`config.mk`:
```
export PLATFORM = sky130hd
export DESIGN_NAME = rpc_coeff_mem
export DESIGN_NICKNAME = d
export VERILOG_FILES = /design/src/design/rpc_pkg.sv /design/src/design/rpc_coeff_mem.sv
export SDC_FILE = /design/constraint.sdc
export NUM_CORES = 2
export LEC_CHECK = 0
export BUFFER_PORTS_ARGS = -buffer_cell sky130_fd_sc_hd__buf_2
export CAP_MARGIN = 0
export CELL_PAD_IN_SITES_DETAIL_PLACEMENT = 0
export CELL_PAD_IN_SITES_GLOBAL_PLACEMENT = 1
export CORE_MARGIN = 8
export CORE_UTILIZATION = 33
export DETAILED_ROUTE_END_ITERATION = 8
export GPL_TIMING_DRIVEN = 0
export HOLD_SLACK_MARGIN = 0.03
export PLACE_DENSITY = 0.56
export SETUP_SLACK_MARGIN = 0.4
export SKIP_LAST_GASP = 1
export SLEW_MARGIN = 10
export SYNTH_ARGS = -nofsm -noshare
export SYNTH_HDL_FRONTEND = slang
export SYNTH_SLANG_ARGS = --single-unit
```
`constraint.sdc`:
```
create_clock -name clk -period 4.03 [get_ports clk]
set_input_delay 0.403 -clock clk [delete_from_list [all_inputs] [get_ports clk]]
set_output_delay 0.403 -clock clk [all_outputs]
set_load 0.02 [all_outputs]
```
`src/design/rpc_pkg.sv`:
```
// ----------------------------------------------------------------------------
// rpc_pkg
// Shared types, constants and fixed-point helpers for the rational polynomial
// ground-to-image block.
// ----------------------------------------------------------------------------
package rpc_pkg;

    localparam int NUM_COEFFS = 80;
    localparam int TERMS      = 20;
    localparam int MONO_OPS   = 18;

    localparam logic OP_LOAD  = 1'b0;
    localparam logic OP_POINT = 1'b1;

    localparam logic [2:0] REG_LAT_OFFSET   = 3'd0;
    localparam logic [2:0] REG_LONG_OFFSET  = 3'd1;
    localparam logic [2:0] REG_LAT_SCALE_I  = 3'd2;
    localparam logic [2:0] REG_LONG_SCALE_I = 3'd3;
    localparam logic [2:0] REG_SAMP_OFFSET  = 3'd4;
    localparam logic [2:0] REG_SAMP_SCALE   = 3'd5;
    localparam logic [2:0] REG_LINE_OFFSET  = 3'd6;
    localparam logic [2:0] REG_LINE_SCALE   = 3'd7;

    localparam logic [1:0] ST_OK       = 2'd0;
    localparam logic [1:0] ST_ZERO_DEN = 2'd1;
    localparam logic [1:0] ST_SAT      = 2'd2;

    // Monomial build order: operands and destination per step.
    localparam logic [4:0] MONO_A [MONO_OPS] = '{
        5'd0, 5'd0, 5'd1, 5'd1, 5'd2, 5'd1, 5'd2, 5'd3, 5'd4,
        5'd1, 5'd1, 5'd1, 5'd7, 5'd2, 5'd2, 5'd7, 5'd8, 5'd3};
    localparam logic [4:0] MONO_B [MONO_OPS] = '{
        5'd0, 5'd0, 5'd2, 5'd3, 5'd3, 5'd1, 5'd2, 5'd3, 5'd3,
        5'd7, 5'd8, 5'd9, 5'd2, 5'd8, 5'd9, 5'd3, 5'd3, 5'd9};
    localparam logic [4:0] MONO_DST [MONO_OPS] = '{
        5'd2, 5'd1, 5'd4, 5'd5, 5'd6, 5'd7, 5'd8, 5'd9, 5'd10,
        5'd11, 5'd12, 5'd13, 5'd14, 5'd15, 5'd16, 5'd17, 5'd18, 5'd19};

    typedef struct packed {
        logic signed [31:0] val;
        logic               sat;
    } sat32_t;

    function automatic sat32_t sat32(input logic signed [65:0] x);
        sat32_t r;
        r.sat = 1'b0;
        if (x > 66'sd2147483647)
        begin
            r.val = 32'sh7fffffff;
            r.sat = 1'b1;
        end
        else if (x < -66'sd2147483648)
        begin
            r.val = 32'sh80000000;
            r.sat = 1'b1;
        end
        else
        begin
            r.val = x[31:0];
        end
        return r;
    endfunction

    function automatic logic signed [31:0] clamp32(input logic signed [63:0] x);
        logic signed [31:0] r;
        if (x > 64'sd2147483647)
            r = 32'sh7fffffff;
        else if (x < -64'sd2147483648)
            r = 32'sh80000000;
        else
            r = x[31:0];
        return r;
    endfunction

    function automatic logic signed [32:0] abs33(input logic signed [31:0] x);
        logic signed [32:0] r;
        r = x[31] ? -33'(x) : 33'(x);
        return r;
    endfunction

endpackage

```
`src/design/rpc_coeff_mem.sv`:
```
// ----------------------------------------------------------------------------
// rpc_coeff_mem
// Coefficient store: one write port, one read port, registered read data.
// ----------------------------------------------------------------------------
module rpc_coeff_mem
(
    input  logic        clk,
    input  logic        we,
    input  logic [6:0]  waddr,
    input  logic [31:0] wdata,
    input  logic        re,
    input  logic [6:0]  raddr,
    output logic [31:0] rdata
);
    import rpc_pkg::*;

    logic [31:0] mem [NUM_COEFFS];

    always_ff @(posedge clk)
    begin
        if (we)
            mem[waddr] <= wdata;
        if (re)
            rdata <= mem[raddr];
    end

endmodule

```
### Word level (Yosys, flattened, before mapping)

Memory sizes are Yosys's and may differ from the RTL's. A register that Yosys moved wholly into a read port is not among the register bits.
Cells that the tools add are included.

* mux-type cells: 2

Operators by type and width (count)
* 2-to-1 mux 1 bit: 2

* output and inout port bits: 32
* input port bits: 49
* word-level logic and storage cells: 3
* memory bits (writable): 2560
* flip-flop bits (word level): 0
* memories kept: 1

Memory list
* mem: depth 80, bits a word 32, read ports 1, clocked after memory_dff 1, write ports 1, RTL line rpc_coeff_mem.sv:17 `logic [31:0] mem [NUM_COEFFS];`

### Depth between registers and ports, before layout

* word-level depth: 2
* depth in mapped cells: 11
* gate-level depth less buffers: 5

### Worst setup path before layout

OpenSTA, ideal clock, no wires.

* path kind: input to register
* from: input waddr[5]
* to: memory mem[49][0] (enable)
* data arrival time: 3.107 ns
* stages on the path: 3
* slack: 0.462 ns
* cell sequence: nor2b_1 -> nand4_1 -> nor3_1

RTL lines
* start, declared: RTL line rpc_coeff_mem.sv:9 `input logic [6:0] waddr,`
* end, declared: RTL line rpc_coeff_mem.sv:17

Straight into the memory's write port.

==> results.md <==
* Num CTS Buffers at 279
* Setup ws final at 156.7 ps
* I/O pins at 81
* Post-route ant nets at 0
* Overall die width at 563.4 um
* Area Overhead vs Synth at 18.42%
* Initial antenna violation count at 47
* WP data required at 4770 ps
* Cell row count at 201
* GRT Total Usage at 0.2012
* DRC viols at 0
* First-pass GRT wire length at 437000 um
* Nets at 4901
* CTS tree: built
* Hold Slack at 44.58 ps
* Worst Skew at 47.56 ps
* Vias at 49790
* Root Driver: clkbuf_16
* Status: completed
* Fmax at 258.2 MHz
* Clock Latency Late Sink at 890 ps
* Final hold viol count at 0
* VDD IR-drop max at 0.2935 mV
* Place WS at -1036 ps
* Cell Pwr Density at 490.4 mW/mm^2
* Synthesized area per cell at 22.92 sq um
* Slew @ Worst Pin at 1409 ps
* Synth Instances at 4315
* Initial DRC Count at 6820
* Postcts setup bufs at 0
* CORE AREA at 0.2990 sq mm
* Worst-path fanout max at 10
* Die H at 563.4 um
* CTS Sinks at 2592
* Ys flop type: edfxtp_1
* Number of flops mapped to enable cells by yosys at 2592
* Netlist Area Pre-Place at 0.09890 sq mm
* Ratio of cells with drive above 1 in the final layout at 0.3057
* Critical Path AT at 4610 ps
* Synth top cells by count: edfxtp_1 (2592), mux4_2 (609), nor2_1 (136)
* DR vias/cell at 5.518
* Net Count, Synth at 4364
* Synth area leader: edfxtp_1
* Initial DRT Pass Iterations at 5
* PnR Total Power at 57.43 mW
* Avg WL per Cell at 36.13 um
* H-tree depth at 5
* Post-route minimum period at 3873 ps
* Final Cycle Share at 0.9611
* Max Cap Viol at 0
* Total negative slack at 0 ps
* Final HPWL DP at 226200 um
* Crit path launch type: input port
* Routed WL at 326000 um
* Vias in the first global route at 49530
* Post-synthesis async set-or-reset flop share at 0
* Worst Hold Class: in2reg
* Initial Util at 0.3307
* Die ar. at 0.3175 sq mm
* Largest net degree at the start of global routing at 81
* Synth top area share at 0.7870
* #FFs+latches synth at 2592
* Yosys warnings at 0
* Grt ovf at 0
* Count of final setup violators at 0
* Slew Limit Fails at 0
* Routability Congestion at 0.8880
* Synth top area cells: edfxtp_1 (79%), mux4_2 (14%), mux2i_1 (1.4%), mux2_2 (0.59%), nor2_1 (0.52%)
* Max Root-Sink Buffers at 4
* Clk pin slew, worst setup/hold paths at 60 ps
* Setup CP Type: in2reg
* LEAKAGE at 36.20 nW
* I/O Buffers at 77
* Post-synth cell types at 51
* Slew margin rel. at 0.05365
* Part of the Yosys area used for sequential elements at 0.7870
* RSZ-0062 raised after global routing: yes
* CP Capture Type: flop
* Most numerous cell in the Yosys netlist: edfxtp_1
sequential cells by signal (all words and copies together), names as in the netlist:
signal	count
mem	2560
rdata	32
cell type report:
type | instances | area, sq um
clock buffers | 349 | 7393
well taps | 3958 | 4952
repair buffers | 256 | 4050
flip-flops and latches | 2592 | 77830
diodes | 11 | 27.53
fillers | 26480 | 181900
multi-input cells | 1488 | 20460
plain buffers | 233 | 1374
inverters | 2 | 7.507
clock inverters | 134 | 1010
layer usage:
layer,vias to the layer above,track usage,part of all wire
met5,-,0,0.000080
met4,4,0.06169,0.035
met3,464,0.04196,0.084
met2,2311,0.3214,0.47
met1,27400,0.2776,0.41
li1,19600,-,-
cells in the final DEF (no fill, tap or decap), drive strengths merged, types with 5 or more instances in the layout:
cell type / count
a211o: 7
a211oi: 34
a21oi: 13
a221o: 6
a221oi: 16
a22o: 17
a22oi: 35
a31oi: 5
a32oi: 9
buf: 393
bufinv: 10
clkbuf: 419
clkinv: 102
clkinvlp: 10
diode: 11
dlygate4sd3: 26
edfxtp: 2592
inv: 14
mux2: 52
mux2i: 135
mux4: 609
nand2: 87
nand2b: 12
nand3: 26
nand4: 5
nor2: 136
nor2b: 41
nor3: 38
nor4: 5
o211ai: 22
o21ai: 28
o221ai: 8
o22ai: 76
o31ai: 7
o32ai: 6
o41ai: 22
or2: 6
cell families after synthesis:
| kind of cell | Yosys count | synth area share |
|---|---|---|
| AO/OA/AOI/OAI | 321 | 0.02370 |
| flip-flops | 2592 | 0.7870 |
| buffers and inverters | 235 | 0.01373 |
| multiplexers | 796 | 0.1583 |
| AND/OR/NAND/NOR | 371 | 0.01729 |
worst max-delay path, stage by stage:
cell and delay, ps:
buf_2 280, buf_2 530, buf_1 940, clkbuf_1 940
nor3_1 110, nor4_1 940, nor4b_1 220, o21ai_0 220
where the power goes:
part	internal, mW	switching, mW
registers	29.8	0.0444
clock network	13.7	10.5
logic	1.05	2.31
per-stage QoR:
stage,cells,instance area (sq um),util
global placement,8350,104200,0.3486
floorplan,4315,98900,-
detailed placement,8503,108300,0.3621
CTS,9012,117000,0.3914
finish,9023,117100,0.3917
global route,9016,117100,0.3916
final timing paths:
path                     from  slack (ps)  cells after the start    endpoint
setup reg to reg   mem[50][5]         960                      5    rdata[5]
setup / recovery     raddr[4]         160                      8    rdata[4]
hold reg to reg   mem[62][17]        1020                      5   rdata[17]
hold / removal      wdata[13]          40                      1  mem[0][13]
timing repair:
item | CTS | global route
setup endpoints to repair | 19 | 6
endpoints found under the hold margin | 482 | 0
hold buffers | 26 | 0
resized for setup | 28 | 6
Note: power is estimated with default switching activity, not from simulation.
