==> config.mk <==
export PLATFORM = sky130hd
export DESIGN_NAME = rpc_div
export DESIGN_NICKNAME = d
export VERILOG_FILES = /design/src/design/rpc_div.sv
export SDC_FILE = /design/constraint.sdc
export NUM_CORES = 1
export LEC_CHECK = 0
export BUFFER_PORTS_ARGS = -buffer_cell sky130_fd_sc_hd__buf_2
export CORE_MARGIN = 8
export CORE_UTILIZATION = 60
export CTS_CLUSTER_DIAMETER = 120
export DETAILED_ROUTE_END_ITERATION = 10
export PLACE_DENSITY = 0.94
export SYNTH_ARGS = -nofsm -noshare
export SYNTH_HDL_FRONTEND = slang
export SYNTH_SLANG_ARGS = --single-unit
==> constraint.sdc <==
create_clock -name clk -period 13.59 [get_ports clk]
set_input_delay 1.359 -clock clk [delete_from_list [all_inputs] [get_ports clk]]
set_output_delay 1.359 -clock clk [all_outputs]
set_load 0.005 [all_outputs]
==> src/design/rpc_div.sv <==
// ----------------------------------------------------------------------------
// rpc_div
// Restoring unsigned divider, one quotient bit per cycle.
// ----------------------------------------------------------------------------
module rpc_div
(
    input  logic        clk,
    input  logic        rst_n,
    input  logic        start,
    input  logic [64:0] dividend,
    input  logic [31:0] divisor,
    output logic        done,
    output logic [64:0] quotient
);
    logic [31:0] rem_reg;
    logic [31:0] div_reg;
    logic [64:0] quo_reg;
    logic [6:0]  cnt_reg;
    logic        busy_reg;
    logic        done_reg;
    logic [32:0] shifted;
    logic [32:0] diff;
    logic        ge;

    assign shifted = {rem_reg, quo_reg[64]};
    assign diff    = shifted - {1'b0, div_reg};
    assign ge      = shifted >= {1'b0, div_reg};

    always_ff @(posedge clk or negedge rst_n)
    begin
        if (!rst_n)
        begin
            busy_reg <= 1'b0;
            done_reg <= 1'b0;
            cnt_reg  <= '0;
        end
        else
        begin
            done_reg <= 1'b0;
            if (start)
            begin
                busy_reg <= 1'b1;
                cnt_reg  <= '0;
                rem_reg  <= '0;
                div_reg  <= divisor;
                quo_reg  <= dividend;
            end
            else if (busy_reg)
            begin
                rem_reg <= ge ? diff[31:0] : shifted[31:0];
                quo_reg <= {quo_reg[63:0], ge};
                cnt_reg <= cnt_reg + 7'd1;
                if (cnt_reg == 7'd64)
                begin
                    busy_reg <= 1'b0;
                    done_reg <= 1'b1;
                end
            end
        end
    end

    assign done     = done_reg;
    assign quotient = quo_reg;

endmodule

# Word-level counts from Yosys, hierarchy flattened

Cells that the tools add are included.

Bits in registers: 138
Latch bits: 0
RAM bits: 0
Memory bits (read-only): 0
Bits of input ports: 100
Output and inout port bits: 66
Word-level logic and storage cells: 25
Memories kept: 0

Add/subtract/negate cells: 2
$mul: 0
Div/mod/pow operators: 0
Order comparisons: 1
Eq/ne operators: 1
Shift-type cells: 0
Mux-type cells: 12
Bitwise logic cells: 0
Reduce and logical (&&, ||, !) cells: 3

Operator list:

| kind                                                          | number |
|---|---|
| 65-bit two-way mux                                            | 2 |
| 32-bit two-way mux                                            | 2 |
| 33-bit by 32-bit >= comparator with 1-bit output              | 1 |
| 32-bit subtractor                                             | 1 |
| 7-bit two-way mux                                             | 2 |
| 7-bit by 1-bit adder with 7-bit output, second input constant | 1 |
| 7-bit equality test, second input constant                    | 1 |
| 1-bit two-way mux                                             | 6 |
| 2-bit AND reduction                                           | 2 |
| 2-bit nonzero test                                            | 1 |

# Logic depth before layout (Yosys ltp)

Word-level depth: 4
Gate-level depth with buffers: 13
Depth with buffers taken out: 12

# Worst setup path before layout

OpenSTA, ideal clock, no wires.

Path type: input to register
From: in start
To: reg quo_reg[0], in the netlist quotient[0], enable pin
Setup time: 496 ps
Arrival time: 4,802 ps
Required time: 13,094 ps
Slack: 8,292 ps
Cell stages on the path: 4
Buffers on the path: 2
Cell sequence: clkbuf_1 -> clkbuf_1 -> nor2_1 -> nor2b_1

Longest elaborated chain between the ends: 2

Ends and longest elaborated chain:

| element                              | RTL line | text |
|---|---|---|
| start: declaration                   | 9        | `input logic start,` |
| 2-bit nonzero test (no source line)  | --       |  |
| 2-bit AND reduction (no source line) | --       |  |
| end signal: assignment               | 46       | `quo_reg <= dividend;` |
| end signal: assignment               | 51       | `quo_reg <= {quo_reg[63:0], ge};` |
| end: declaration                     | 17       | `logic [64:0] quo_reg;` |

No other way between the ends.
A chain may end at the register's enable or synchronous reset.

# Worst setup path in the final report

From: in start
To: reg quo_reg[13], in the netlist quotient[13], enable pin

Same word-level chain as after synthesis.

==> results by group <==
Setup path
  – Critical path depth in cells: 5
  – Minimum setup slack among reg-to-reg paths: about 10 ns
  – Setup crit start: start
  – Crit Reg-Reg Startpoint: rem_reg[20]$_SDFFCE_PP0P_
  – Required @ worst endpoint: between 10 and 15 ns
  – Category of the critical setup timing path: in2reg
  – Cell-by-cell listing of the critical path: buf_4, buf_4, nor2_1, nor2b_4, buf_4
  – Endpoint class of the critical path: register
  – Startpoint Class: input pin
  – Most common cell on crit path: sky130_fd_sc_hd__buf_4
  – FF-to-FF path depth: 9
  – Crit-path max cell delay: between 0.6 and 0.7 ns
  – Max Fanout on Critical Path: 65
  – Arr. time, crit path: around 3.6 ns
  – Cell with the biggest individual delay on the critical path: sky130_fd_sc_hd__buf_4
  – Buffers and inverters on the worst path: 3
  – Family with the most delay on the worst path: buffers and inverters

Yosys
  – EDFF count, synth: 129
  – Average cell area after synthesis: 11.5 um2
  – Yosys reg bits: between 100 and 150
  – Synth unique cells: 55
  – Library cell with the largest summed area after synthesis: sky130_fd_sc_hd__edfxtp_1
  – Synthesis warning total: 0
  – Most instantiated flip-flop cell in the synthesis netlist: sky130_fd_sc_hd__edfxtp_1
  – Most frequent cells after synthesis: sky130_fd_sc_hd__edfxtp_1 (129), sky130_fd_sc_hd__mux2_2 (65), sky130_fd_sc_hd__nor2_1 (51), sky130_fd_sc_hd__nand2_1 (48), sky130_fd_sc_hd__inv_1 (41)
  – Syn_nets: between 800 and 900
  – Most frequent cell after synthesis: sky130_fd_sc_hd__edfxtp_1
  – Sequential-to-total area share from yosys stat: 0.527
  – Post-synthesis async set-or-reset flop share: 0.0652
  – Cell Area, Synth: ~0.0078 mm2
  – Top area cells in the synthesized netlist: sky130_fd_sc_hd__edfxtp_1 (50%), sky130_fd_sc_hd__mux2_2 (9.4%), sky130_fd_sc_hd__ha_1 (5.5%), sky130_fd_sc_hd__dfrtp_1 (2.9%), sky130_fd_sc_hd__a211oi_1 (2.5%)
  – Synthesized netlist cell count: about 670
  – Area fraction of the dominant cell type after synthesis: 0.498

Clocking
  – Clock network latency to the later pin of the worst-skew pair: 0.43 ns
  – Clock tree buffer depth: 2
  – H-tree depth: 4
  – Number of buffers inserted to repair setup after CTS: 0
  – CTS Sinks: between 100 and 150
  – Clock transition at the registers of the reported paths: about 0.060 ns
  – Buffer cell driving the clock tree root: sky130_fd_sc_hd__clkbuf_16
  – Cts hold-fix bufs: 0
  – TritonCTS clock tree: yes
  – Number of gates given a new drive strength after cts: 0
  – CTS Buf Count: 17

Cells and area
  – Post-synthesis to final-layout area growth: 19.4%
  – Area of all sequential standard cells: 0.00410 mm2
  – Number of fill cells: roughly 860
  – Fin cells: 1013
  – Final core utilization: 0.736
  – Net total in the final layout: 961
  – Proportion of layout cells with a drive suffix above 1: 0.327
  – Number of flip-flops in the largest register: 65
  – Multi-input logic area: 0.00336 mm2

STA
  – Summed negative setup slack over all endpoints: 0 ns
  – Worst max-slew margin expressed relative to the limit: 0.226
  – Share of the cycle needed by the critical path after routing: 0.260
  – Unrepaired setup endpoints after global routing: no
  – Time the final worst path needs with I/O delays and setup: between 3 and 4 ns
  – Worst clock skew: 0.0145 ns
  – Count of final hold-check violations: 0
  – Worst slew pin tran: ~1.2 ns
  – Final-report setup violation count: 0
  – Maximum achievable frequency: roughly 280 MHz
  – Count of final max-slew check failures: 0

Floorplan
  – Die Width: ~130 um
  – Die area: 0.0169 mm2
  – Standard-cell row count: 41
  – Top-level port count: 166
  – Effective utilization at floorplan: 0.616
  – Vertical die dimension: roughly 130 um
  – Standard cell core area: between 0.01 and 0.015 mm2

Placement
  – DP Wirelength: about 14000 um
  – Placed insts: about 980
  – Number of buffer cells added on primary ports: between 150 and 200
  – GP Congestion: slightly below 0.9

GRT
  – Largest net degree at the start of global routing: just over 70
  – Global-route total usage across every layer: 0.238
  – Wire length of the first global-routing pass: 30600 um
  – Number of antenna violations at the first check in global routing: 5
  – Grt total ovfl: 0
  – Vias in the first global route: 6031

Pwr
  – Power density cells: ~150 mW/mm2
  – Leakage power: between 3 and 4 nW
  – Peak supply drop: around 0.000098 V

Worst hold path
  – Startpoint of the tightest hold check path: quotient[63]$_DFFE_PP_
  – Number of cells on the worst hold path: 1
  – Worst hold path class: reg2reg

Status
  – Status: finished, final reports clean

Drt
  – Number of vias in the routed layout: ~6000
  – DRC violation total after the first TritonRoute iteration: 511
  – Antenna Nets Post-Route: 0
  – Drt total wl: about 20000 um
  – Via count normalized by instance count: just under 6
  – Routed WL per cell: roughly 19 um
  – Post-route DRC: 0
  – Pre-Repair DR Iteration Count: 5

Flow run
  – Maximum capacitance violations: 0
layer usage:
metal | vias up | track usage | part of all wire
met2 | 273 | 0.409 | 0.50
li1 | 2835 | - | -
met3 | 45 | 0.109 | 0.10
met1 | 2826 | 0.252 | 0.37
met4 | 8 | 0.0915 | 0.026
met5 | - | 0 | 0.0026
cell families after synthesis:
family	count (synthesis)	share of synthesized area
flip-flops	138	0.527
AO/OA/AOI/OAI	165	0.138
multiplexers	76	0.108
AND/OR/NAND/NOR	154	0.0957
buffers and inverters	77	0.0414
XOR/XNOR	29	0.0327
adder cells (fa/ha/maj)	35	0.0573
metrics by stage:
stage	area (um2)	hold WS (ns)	setup WS [ns]	power, mW
floorplan	7780	0.523	8.29	0.851
global placement	8690	0.538	9.66	0.926
detailed placement	8690	0.559	9.63	0.941
CTS	9280	0.578	10.07	1.41
global route	9280	0.589	9.81	1.47
finish	9290	0.569	10.06	1.41
layout make-up:
type | count | share of cell area
flip-flops and latches | 138 | 0.442
multi-input cells | 459 | 0.362
repair buffers | 169 | 0.0924
clock buffers | 18 | 0.0462
well taps | 172 | 0.0232
clock inverters | 14 | 0.0172
inverters | 41 | 0.0166
diodes | 2 | 0.000539
cell usage in the layout (no fill, tap or decap), drive strengths merged, types with 3 or more instances in the layout:
master and instances:
a211oi 27, a21o 20, a21oi 37, a311oi 4, a31oi 6, and3 4
buf 169, clkbuf 18, clkinv 3, dfrtp 9, edfxtp 129, ha 34
inv 48, mux2 65, mux2i 11, nand2 48, nand2b 7, nand3 8
nand4 10, nor2 52, nor2b 6, nor3 4, nor4 3, o2111ai 3
o211ai 6, o21a 4, o21ai 41, o22ai 3, or3 3, xnor2 16
xor2 13
worst paths after layout:
kind / to
max: quotient[13]$_DFFE_PP_
min: quotient[64]$_DFFE_PP_
max reg2reg: rem_reg[27]$_SDFFCE_PP0P_
min reg2reg: quotient[64]$_DFFE_PP_
max in group asynchronous: busy_reg$_DFF_PN0_
min in group asynchronous: cnt_reg[1]$_DFFE_PN0N_
power by group:
group / switching [mW] / internal (mW)
clock: 0.191 / 0.275
sequential: 0.0283 / 0.521
combinational: 0.221 / 0.170
(Power assumes the default switching activity.)
